--- config.mk ---
export PLATFORM = sky130hd
export DESIGN_NAME = ordered_record_list
export DESIGN_NICKNAME = d
export VERILOG_FILES = /design/src/rtl/orl_pkg.sv /design/src/rtl/orl_ram.sv /design/src/rtl/orl_decode.sv /design/src/rtl/ordered_record_list.sv
export SDC_FILE = /design/constraint.sdc
export NUM_CORES = 2
export LEC_CHECK = 0
export BUFFER_PORTS_ARGS = -buffer_cell sky130_fd_sc_hd__buf_2
export CORE_ASPECT_RATIO = 1.4
export CORE_MARGIN = 2
export CORE_UTILIZATION = 60
export CTS_BUF_LIST = sky130_fd_sc_hd__clkbuf_4
export CTS_CLUSTER_DIAMETER = 40
export CTS_CLUSTER_SIZE = 12
export DETAILED_ROUTE_END_ITERATION = 10
export GPL_TIMING_DRIVEN = 0
export PLACE_DENSITY = 0.77
export SYNTH_ARGS = -nofsm -noshare
export SYNTH_HDL_FRONTEND = slang
export SYNTH_SLANG_ARGS = --single-unit
--- constraint.sdc ---
create_clock -name clk -period 5.2 [get_ports clk]
set_input_delay 0.26 -clock clk [delete_from_list [all_inputs] [get_ports clk]]
set_output_delay 0.26 -clock clk [all_outputs]
set_load 0.1 [all_outputs]
--- src/rtl/orl_pkg.sv ---
// shared types and codes for the ordered record list
package orl_pkg;

	// operation codes
	localparam logic [2:0] OP_INS_FRONT  = 3'd0;
	localparam logic [2:0] OP_INS_REAR   = 3'd1;
	localparam logic [2:0] OP_INS_AT     = 3'd2;
	localparam logic [2:0] OP_INS_SORTED = 3'd3;
	localparam logic [2:0] OP_DEL_FIRST  = 3'd4;
	localparam logic [2:0] OP_DEL_LAST   = 3'd5;
	localparam logic [2:0] OP_DEL_AT     = 3'd6;
	localparam logic [2:0] OP_READ_AT    = 3'd7;

	// status codes
	localparam logic [1:0] ST_OK     = 2'd0;
	localparam logic [1:0] ST_FULL   = 2'd1;
	localparam logic [1:0] ST_BADPOS = 2'd2;
	localparam logic [1:0] ST_EMPTY  = 2'd3;

	// what the sequencer does with an accepted command
	localparam logic [2:0] ACT_NONE   = 3'd0;
	localparam logic [2:0] ACT_TRIM   = 3'd1;
	localparam logic [2:0] ACT_INSERT = 3'd2;
	localparam logic [2:0] ACT_SEARCH = 3'd3;
	localparam logic [2:0] ACT_DELETE = 3'd4;
	localparam logic [2:0] ACT_READ   = 3'd5;

	// where the insert or delete lands
	localparam logic [1:0] TGT_ZERO  = 2'd0;
	localparam logic [1:0] TGT_COUNT = 2'd1;
	localparam logic [1:0] TGT_POS   = 2'd2;

	typedef struct packed {
		logic [7:0]  age;
		logic [15:0] id;
		logic [3:0]  month;
		logic [11:0] year;
	} entry_t;

	typedef struct packed {
		logic [2:0]  opcode;
		logic [5:0]  position;
		logic [7:0]  age_key;
		logic [15:0] id_number;
		logic [3:0]  birth_month;
		logic [11:0] birth_year;
	} item_t;

	typedef struct packed {
		logic [1:0]  status;
		logic [5:0]  entry_count;
		logic [7:0]  read_age;
		logic [15:0] read_id;
		logic [3:0]  read_month;
		logic [11:0] read_year;
	} result_t;

	typedef struct packed {
		logic full;
		logic empty;
		logic pos_le_cnt;
		logic pos_lt_cnt;
	} flags_t;

	typedef struct packed {
		logic [1:0] status;
		logic [2:0] action;
		logic [1:0] tsel;
	} plan_t;

	function automatic result_t make_result(logic [1:0] st, logic [5:0] cnt, entry_t rd);
		result_t r;
		r.status      = st;
		r.entry_count = cnt;
		r.read_age    = rd.age;
		r.read_id     = rd.id;
		r.read_month  = rd.month;
		r.read_year   = rd.year;
		return r;
	endfunction

endpackage

--- src/rtl/orl_ram.sv ---
// single-port-write, registered-read record memory
module orl_ram #(
	parameter int DEPTH = 32,
	parameter int AW    = 5
) (
	input  logic                clk,
	input  logic                we,
	input  logic [AW-1:0]       waddr,
	input  orl_pkg::entry_t     wdata,
	input  logic [AW-1:0]       raddr,
	output orl_pkg::entry_t     rdata
);

	orl_pkg::entry_t mem [DEPTH];

	always_ff @(posedge clk) begin
		if (we) begin
			mem[waddr] <= wdata;
		end
	end

	always_ff @(posedge clk) begin
		rdata <= mem[raddr];
	end

endmodule

--- src/rtl/orl_decode.sv ---
// command check: picks status, action and target kind
module orl_decode (
	input  logic [2:0]      opcode,
	input  orl_pkg::flags_t flags,
	output orl_pkg::plan_t  plan
);

	always_comb begin
		plan.status = orl_pkg::ST_OK;
		plan.action = orl_pkg::ACT_NONE;
		plan.tsel   = orl_pkg::TGT_POS;
		unique case (opcode)
			orl_pkg::OP_INS_FRONT: begin
				plan.tsel = orl_pkg::TGT_ZERO;
				if (flags.full) plan.status = orl_pkg::ST_FULL;
				else plan.action = orl_pkg::ACT_INSERT;
			end
			orl_pkg::OP_INS_REAR: begin
				plan.tsel = orl_pkg::TGT_COUNT;
				if (flags.full) plan.status = orl_pkg::ST_FULL;
				else plan.action = orl_pkg::ACT_INSERT;
			end
			orl_pkg::OP_INS_AT: begin
				// bad position wins over full
				if (!flags.pos_le_cnt) plan.status = orl_pkg::ST_BADPOS;
				else if (flags.full) plan.status = orl_pkg::ST_FULL;
				else plan.action = orl_pkg::ACT_INSERT;
			end
			orl_pkg::OP_INS_SORTED: begin
				if (flags.full) plan.status = orl_pkg::ST_FULL;
				else plan.action = orl_pkg::ACT_SEARCH;
			end
			orl_pkg::OP_DEL_FIRST: begin
				plan.tsel = orl_pkg::TGT_ZERO;
				if (flags.empty) plan.status = orl_pkg::ST_EMPTY;
				else plan.action = orl_pkg::ACT_DELETE;
			end
			orl_pkg::OP_DEL_LAST: begin
				if (flags.empty) plan.status = orl_pkg::ST_EMPTY;
				else plan.action = orl_pkg::ACT_TRIM;
			end
			orl_pkg::OP_DEL_AT: begin
				if (!flags.pos_lt_cnt) plan.status = orl_pkg::ST_BADPOS;
				else plan.action = orl_pkg::ACT_DELETE;
			end
			orl_pkg::OP_READ_AT: begin
				if (!flags.pos_lt_cnt) plan.status = orl_pkg::ST_BADPOS;
				else plan.action = orl_pkg::ACT_READ;
			end
		endcase
	end

endmodule

--- src/rtl/ordered_record_list.sv ---
// top level of the ordered record list: sequencer around the record memory
//
// usage
// - commands come in on item with start; a command is taken on a clock edge
//   where start is high and busy is low, one command at a time
// - every command gives exactly one result on result, marked by done for one
//   cycle; there is no back-pressure, the receiver must take it then
// - errors, del_last and failed reads: result in the cycle after the transfer
// - read_at: result after one memory read, through the S_READ state
// - insert at index t with n entries: the later entries move up one per cycle
//   through the single read and write port
// - sorted insert: a scan finds the slot, then as above
// - the slowest command is a sorted insert into a list one short of full:
//   the scan and the one-entry-per-cycle shift between them pass every entry
// - busy is high after the transfer until the cycle done is shown (never for
//   errors and del_last); a new command may be taken in the same cycle as done
// - reset clears the entry count; memory contents need no clearing since only
//   entries below the count are ever used
module ordered_record_list #(
	parameter int CAPACITY = 32
) (
	input  logic             clk,
	input  logic             arst_n,
	input  logic             start,
	output logic             busy,
	input  orl_pkg::item_t   item,
	output logic             done,
	output orl_pkg::result_t result
);

	localparam int AW   = (CAPACITY > 1) ? $clog2(CAPACITY) : 1;
	localparam int CW   = $clog2(CAPACITY + 1);
	localparam int CMPW = (CW > 6) ? CW : 6;

	// sequencer states
	localparam logic [2:0] S_IDLE   = 3'd0;
	localparam logic [2:0] S_SEARCH = 3'd1;
	localparam logic [2:0] S_UP     = 3'd2;
	localparam logic [2:0] S_DOWN   = 3'd3;
	localparam logic [2:0] S_READ   = 3'd4;

	logic [2:0]       state_q;
	logic [CW-1:0]    cnt_q;
	logic [CW-1:0]    k_q;      // next slot to fill in a shift, next index to read in a scan
	logic [CW-1:0]    tgt_q;    // slot being opened for the insert
	orl_pkg::entry_t  rec_q;    // record to insert
	logic             v_s1;     // a read is in flight for a shift or scan
	logic [AW-1:0]    dst_s1;   // where that read's data goes (or its index)
	logic             done_q;
	orl_pkg::result_t result_q;

	orl_pkg::flags_t  flags;
	orl_pkg::plan_t   plan;
	logic [CMPW-1:0]  pos_ext;
	logic [CMPW-1:0]  cnt_ext;
	logic [CW-1:0]    target;
	logic             accept;

	logic             ram_we;
	logic [AW-1:0]    ram_waddr;
	orl_pkg::entry_t  ram_wdata;
	logic [AW-1:0]    ram_raddr;
	orl_pkg::entry_t  ram_rdata;

	assign accept = start && !busy;
	assign busy   = (state_q != S_IDLE);
	assign done   = done_q;
	assign result = result_q;

	// range checks against the current count
	assign pos_ext          = CMPW'(item.position);
	assign cnt_ext          = CMPW'(cnt_q);
	assign flags.full       = (cnt_q == CW'(CAPACITY));
	assign flags.empty      = (cnt_q == '0);
	assign flags.pos_le_cnt = (pos_ext <= cnt_ext);
	assign flags.pos_lt_cnt = (pos_ext < cnt_ext);

	orl_decode u_decode (
		.opcode (item.opcode),
		.flags  (flags),
		.plan   (plan)
	);

	always_comb begin
		unique case (plan.tsel)
			orl_pkg::TGT_ZERO:  target = '0;
			orl_pkg::TGT_COUNT: target = cnt_q;
			default:            target = pos_ext[CW-1:0];
		endcase
	end

	// memory port steering
	always_comb begin
		unique case (state_q)
			S_SEARCH: ram_raddr = k_q[AW-1:0];
			S_UP:     ram_raddr = AW'(k_q - CW'(1));
			S_DOWN:   ram_raddr = AW'(k_q + CW'(1));
			default:  ram_raddr = pos_ext[AW-1:0];
		endcase
	end

	always_comb begin
		ram_we    = 1'b0;
		ram_waddr = dst_s1;
		ram_wdata = ram_rdata;
		if (v_s1 && (state_q == S_UP || state_q == S_DOWN)) begin
			// shifted entry lands one slot away from where it was read
			ram_we = 1'b1;
		end else if (state_q == S_UP && k_q == tgt_q) begin
			// gap is open: drop in the new record
			ram_we    = 1'b1;
			ram_waddr = tgt_q[AW-1:0];
			ram_wdata = rec_q;
		end
	end

	orl_ram #(
		.DEPTH (CAPACITY),
		.AW    (AW)
	) u_ram (
		.clk   (clk),
		.we    (ram_we),
		.waddr (ram_waddr),
		.wdata (ram_wdata),
		.raddr (ram_raddr),
		.rdata (ram_rdata)
	);

	// sequencer
	always_ff @(posedge clk or negedge arst_n) begin
		if (!arst_n) begin
			state_q <= S_IDLE;
			cnt_q   <= '0;
			v_s1    <= 1'b0;
			done_q  <= 1'b0;
		end else begin
			done_q <= 1'b0;
			unique case (state_q)
				S_IDLE: begin
					v_s1 <= 1'b0;
					if (accept) begin
						unique case (plan.action)
							orl_pkg::ACT_TRIM: begin
								cnt_q  <= cnt_q - CW'(1);
								done_q <= 1'b1;
							end
							orl_pkg::ACT_INSERT: begin
								tgt_q   <= target;
								k_q     <= cnt_q;
								state_q <= S_UP;
							end
							orl_pkg::ACT_SEARCH: begin
								k_q     <= '0;
								state_q <= S_SEARCH;
							end
							orl_pkg::ACT_DELETE: begin
								k_q     <= target;
								state_q <= S_DOWN;
							end
							orl_pkg::ACT_READ: begin
								state_q <= S_READ;
							end
							default: begin
								done_q <= 1'b1;
							end
						endcase
					end
				end
				S_SEARCH: begin
					// scan in order, stop at the first strictly greater age
					if (v_s1 && ram_rdata.age > rec_q.age) begin
						tgt_q   <= CW'(dst_s1);
						k_q     <= cnt_q;
						v_s1    <= 1'b0;
						state_q <= S_UP;
					end else if (k_q < cnt_q) begin
						v_s1   <= 1'b1;
						dst_s1 <= k_q[AW-1:0];
						k_q    <= k_q + CW'(1);
					end else begin
						v_s1 <= 1'b0;
						if (!v_s1) begin
							tgt_q   <= cnt_q;
							k_q     <= cnt_q;
							state_q <= S_UP;
						end
					end
				end
				S_UP: begin
					if (k_q > tgt_q) begin
						v_s1   <= 1'b1;
						dst_s1 <= k_q[AW-1:0];
						k_q    <= k_q - CW'(1);
					end else begin
						v_s1 <= 1'b0;
						if (!v_s1) begin
							cnt_q   <= cnt_q + CW'(1);
							done_q  <= 1'b1;
							state_q <= S_IDLE;
						end
					end
				end
				S_DOWN: begin
					if ((k_q + CW'(1)) < cnt_q) begin
						v_s1   <= 1'b1;
						dst_s1 <= k_q[AW-1:0];
						k_q    <= k_q + CW'(1);
					end else begin
						v_s1 <= 1'b0;
						if (!v_s1) begin
							cnt_q   <= cnt_q - CW'(1);
							done_q  <= 1'b1;
							state_q <= S_IDLE;
						end
					end
				end
				S_READ: begin
					done_q  <= 1'b1;
					state_q <= S_IDLE;
				end
				default: begin
					state_q <= S_IDLE;
				end
			endcase
		end
	end

	// result register, loaded wherever done is raised
	always_ff @(posedge clk) begin
		if (state_q == S_IDLE && accept) begin
			rec_q.age   <= item.age_key;
			rec_q.id    <= item.id_number;
			rec_q.month <= item.birth_month;
			rec_q.year  <= item.birth_year;
			if (plan.action == orl_pkg::ACT_TRIM) begin
				result_q <= orl_pkg::make_result(orl_pkg::ST_OK, 6'(cnt_q - CW'(1)), '0);
			end else begin
				result_q <= orl_pkg::make_result(plan.status, 6'(cnt_q), '0);
			end
		end else if (state_q == S_UP) begin
			result_q <= orl_pkg::make_result(orl_pkg::ST_OK, 6'(cnt_q + CW'(1)), '0);
		end else if (state_q == S_DOWN) begin
			result_q <= orl_pkg::make_result(orl_pkg::ST_OK, 6'(cnt_q - CW'(1)), '0);
		end else if (state_q == S_READ) begin
			result_q <= orl_pkg::make_result(orl_pkg::ST_OK, 6'(cnt_q), ram_rdata);
		end
	end

	// checks
	a_count_bound: assert property (@(posedge clk) disable iff (!arst_n)
		cnt_q <= CW'(CAPACITY))
		else $error("entry count above capacity");

	a_no_insert_when_full: assert property (@(posedge clk) disable iff (!arst_n)
		(state_q == S_UP) |-> (cnt_q < CW'(CAPACITY)))
		else $error("insert shift started on a full list");

	a_done_not_busy: assert property (@(posedge clk) disable iff (!arst_n)
		done_q |-> !busy)
		else $error("result shown while still working");

	a_shift_no_overlap: assert property (@(posedge clk) disable iff (!arst_n)
		(state_q == S_UP && v_s1 && k_q > tgt_q) |-> (ram_waddr != ram_raddr))
		else $error("shift write hits the entry being read");

	a_count_step: assert property (@(posedge clk) disable iff (!arst_n)
		(cnt_q == $past(cnt_q)) || (cnt_q == $past(cnt_q) + CW'(1))
			|| (cnt_q + CW'(1) == $past(cnt_q)))
		else $error("entry count moved by more than one");

endmodule
==> qor.csv <==
metric;value;unit
clock_path_buffers;3;
instances_no_fill;5687;
finalSetupTns;0;ns
gp_congestion;0.9369;
end_kind;register;
startpoint;state_q[2];
timing.final.crit_share;0.9878;
cts_tree;done;
drc;0;
ys_seq_area_frac;0.7482;
antenna_left;0;
rsz0062_at_grt;no;
crit_family;buffers and inverters;
path_depth;9;
synth_top_area_share;0.7293;
synth-edff-count;1385;
path_cells;buf_2 -> nor2b_1 -> clkbuf_1 -> nand2_1 -> nor3_1 -> clkbuf_1 -> clkbuf_1 -> nand2_1 -> nand2_1;
cp_slowest_cell;clkbuf_1;
utilization;0.6724;
yosys_most_used_dff;edfxtp_1;
fin_crit;5.136;ns
crit_fanout;32;
crit_path_end;u_ram.mem[16][6];
avgViaCountPerCell;6.616;
slew_violations;0;
hp-class;input port to register;
drt-initial-drc-count;5822;
start_util;0.6065;
clock_latency;1.19;ns
yosys_register_bits;1436;
hp-start;item[45];
grt_max_degree;49;
final_nets;4449;
worst-setup-path-type;register to register;
syn_nets;4054;
port_buffers;101;
dr.pass1.iters;7;
holdWs;0.1905;ns
p_per_area;616.3;nW/µm²
finalHoldViolCount;0;
drive_gt1_frac;0.1322;
die_x;264.6;µm
reg2reg_from;state_q[2];
cp.required;6.01;ns
root_buffer;clkbuf_4;
grt_pass1_wl;240700;µm
overflow;0;
netlist_instances;3968;
synthTopCellsByArea;edfxtp_1, nand2_1, mux2i_1;
synth_commonest_cells;edfxtp_1, nand2_1, nand3_1;
rrSetupSlack;0.06;ns
clock.fmax;194.7;MHz
clock_sinks;1436;
numCtsBuffers;149;
r2r_cells;9;
dieArea;97570;µm²
timing.critical_path.buf_inv;4;
wl_per_cell;29.61;µm
setup_viol;0;
yosys_warnings;0;
cp.arrival;5.94;ns
grt_pass1_vias;37340;
drv_cap;0;
status;finished clean;
ys_types;72;
max_stage_delay;0.96;ns
syn_avg_cell_area;14.37;µm²
antenna_found_initial;10;
h-tree-depth;4;
fp.coreArea;94020;µm²
area_delta_synth_final;10.86;%
grt_use_total;0.3449;
row_count;133;
vdd_drop_max;0.5104;mV
clk_pin_slew;0.12;ns
p_leak;21.89;nW
wl;168400;µm
synth_most_common_cell;edfxtp_1;
slew-limit-headroom;0.08231;
crit_path_start_kind;register;
syn_area;57030;µm²
synth_top_area_cell;edfxtp_1;
r2r_end;u_ram.mem[16][6];
skew;0.06556;ns
dp_hpwl;114400;µm
worstMarginPinSlew;1.368;ns
die_h;368.8;µm
io_pins;102;
nFillCells;6284;
via_count;37630;
async_reset_ff_frac;0.007660;
dp_cells;5328;
placed cells by master (no fill, tap or decap), drive strengths merged, types with 7 or more instances in the layout:
master       count
a21o             7
a21oi          194
a221oi         117
a31oi           50
a32oi          116
and3            42
buf            291
bufinv           7
clkbuf         330
clkinv          16
dfrtp           11
dfxtp           40
diode            9
dlygate4sd3     99
edfxtp        1385
ha              34
inv             47
mux2i          235
nand2          852
nand3          242
nand4           42
nor2            80
nor3            13
o21a            43
o21ai           66
o22ai            8
xnor2           16
worst min path at each step:
stage | to | slack [ns] | depth (start not counted)
2_1_floorplan | cnt_ext[0] | -0.04 | 0
3_3_place_gp | cnt_ext[5] | 0.17 | 1
3_5_place_dp | cnt_ext[2] | 0.17 | 1
4_1_cts | tgt_q[5] | 0.1 | 4
5_1_grt | tgt_q[5] | 0.16 | 4
6_report | tgt_q[5] | 0.19 | 4
logic make-up (layout without fill, tap and decap cells):
logic type      after synthesis  after routing  share of synthesized area
compound gates              648            648                    0.07920
xor+xnor                     20             20                   0.003335
fa+ha+maj                    34             34                   0.007460
buf+inv                     297            792                    0.02405
flops                      1436           1436                     0.7482
mux                         235            235                    0.04125
other cells                   0              9                          0
simple gates               1298           1298                    0.09656
report_power, final:
| part | internal [mW] | switching, mW | total (mW) |
|---|---|---|---|
| Sequential | 15.0 | 0.286 | 15.3 |
| Clock | 2.28 | 3.70 | 5.98 |
| Combinational | 4.35 | 13.3 | 17.7 |
| Total | 21.7 | 17.3 | 39.0 |
through the flow:
stage	power (mW)	instance area [µm²]	setup WS (ns)
6_report	38.97	63220	0.06359
3_5_place_dp	32.57	60220	0.2299
3_3_place_gp	31.99	59050	-2.209
4_1_cts	38.37	63200	0.1920
5_1_grt	40.05	63220	0.04605
2_1_floorplan	25.94	57030	1.145
worst reg2reg max path: stages (launching register included):
cell      delay (ns)
dfrtp_1         0.43
buf_2           0.21
nor2b_1         0.12
clkbuf_1        0.34
nand2_1         0.29
nor3_1          0.33
clkbuf_1        0.96
clkbuf_1        0.84
nand2_1         0.38
nand2_1         0.90
registers in the layout (all words and copies together) (netlist names):
| name | count |
|---|---|
| result | 48 |
| u_ram.mem | 1280 |
| cnt_ext | 6 |
| rec_q | 40 |
| u_ram.rdata | 40 |
| k_q | 6 |
| tgt_q | 6 |
| done | 1 |
| v_s1 | 1 |
| state_q | 3 |
| dst_s1 | 5 |
layer usage:
layer | vias to the layer above | wire, µm | GRT usage
met5 | - | 12 | 0
met4 | 2 | 10630 | 0.2003
met3 | 558 | 17520 | 0.06758
met2 | 2636 | 83570 | 0.5849
met1 | 18520 | 56650 | 0.4128
li1 | 15910 | - | -
final cells by class:
| type | count | area, µm² | share of cell area |
|---|---|---|---|
| buffer | 261 | 1236 | 0.01955 |
| multi-input combinational | 2235 | 13280 | 0.2101 |
| clock buffer | 215 | 1614 | 0.02553 |
| sequential | 1436 | 42670 | 0.6748 |
| antenna | 9 | 22.52 | 0.0003562 |
| inverter | 36 | 135.1 | 0.002137 |
| tap | 1215 | 1520 | 0.02404 |
| clock inverter | 36 | 377.9 | 0.005977 |
| timing repair buffer | 244 | 2369 | 0.03746 |
what timing repair did:
action	4_1_cts	5_1_grt
buffers inserted	0	0
hold endpoints to repair	138	0
resized for setup	0	0
hold buffers	99	0
Power figures use the tool's default switching activity.
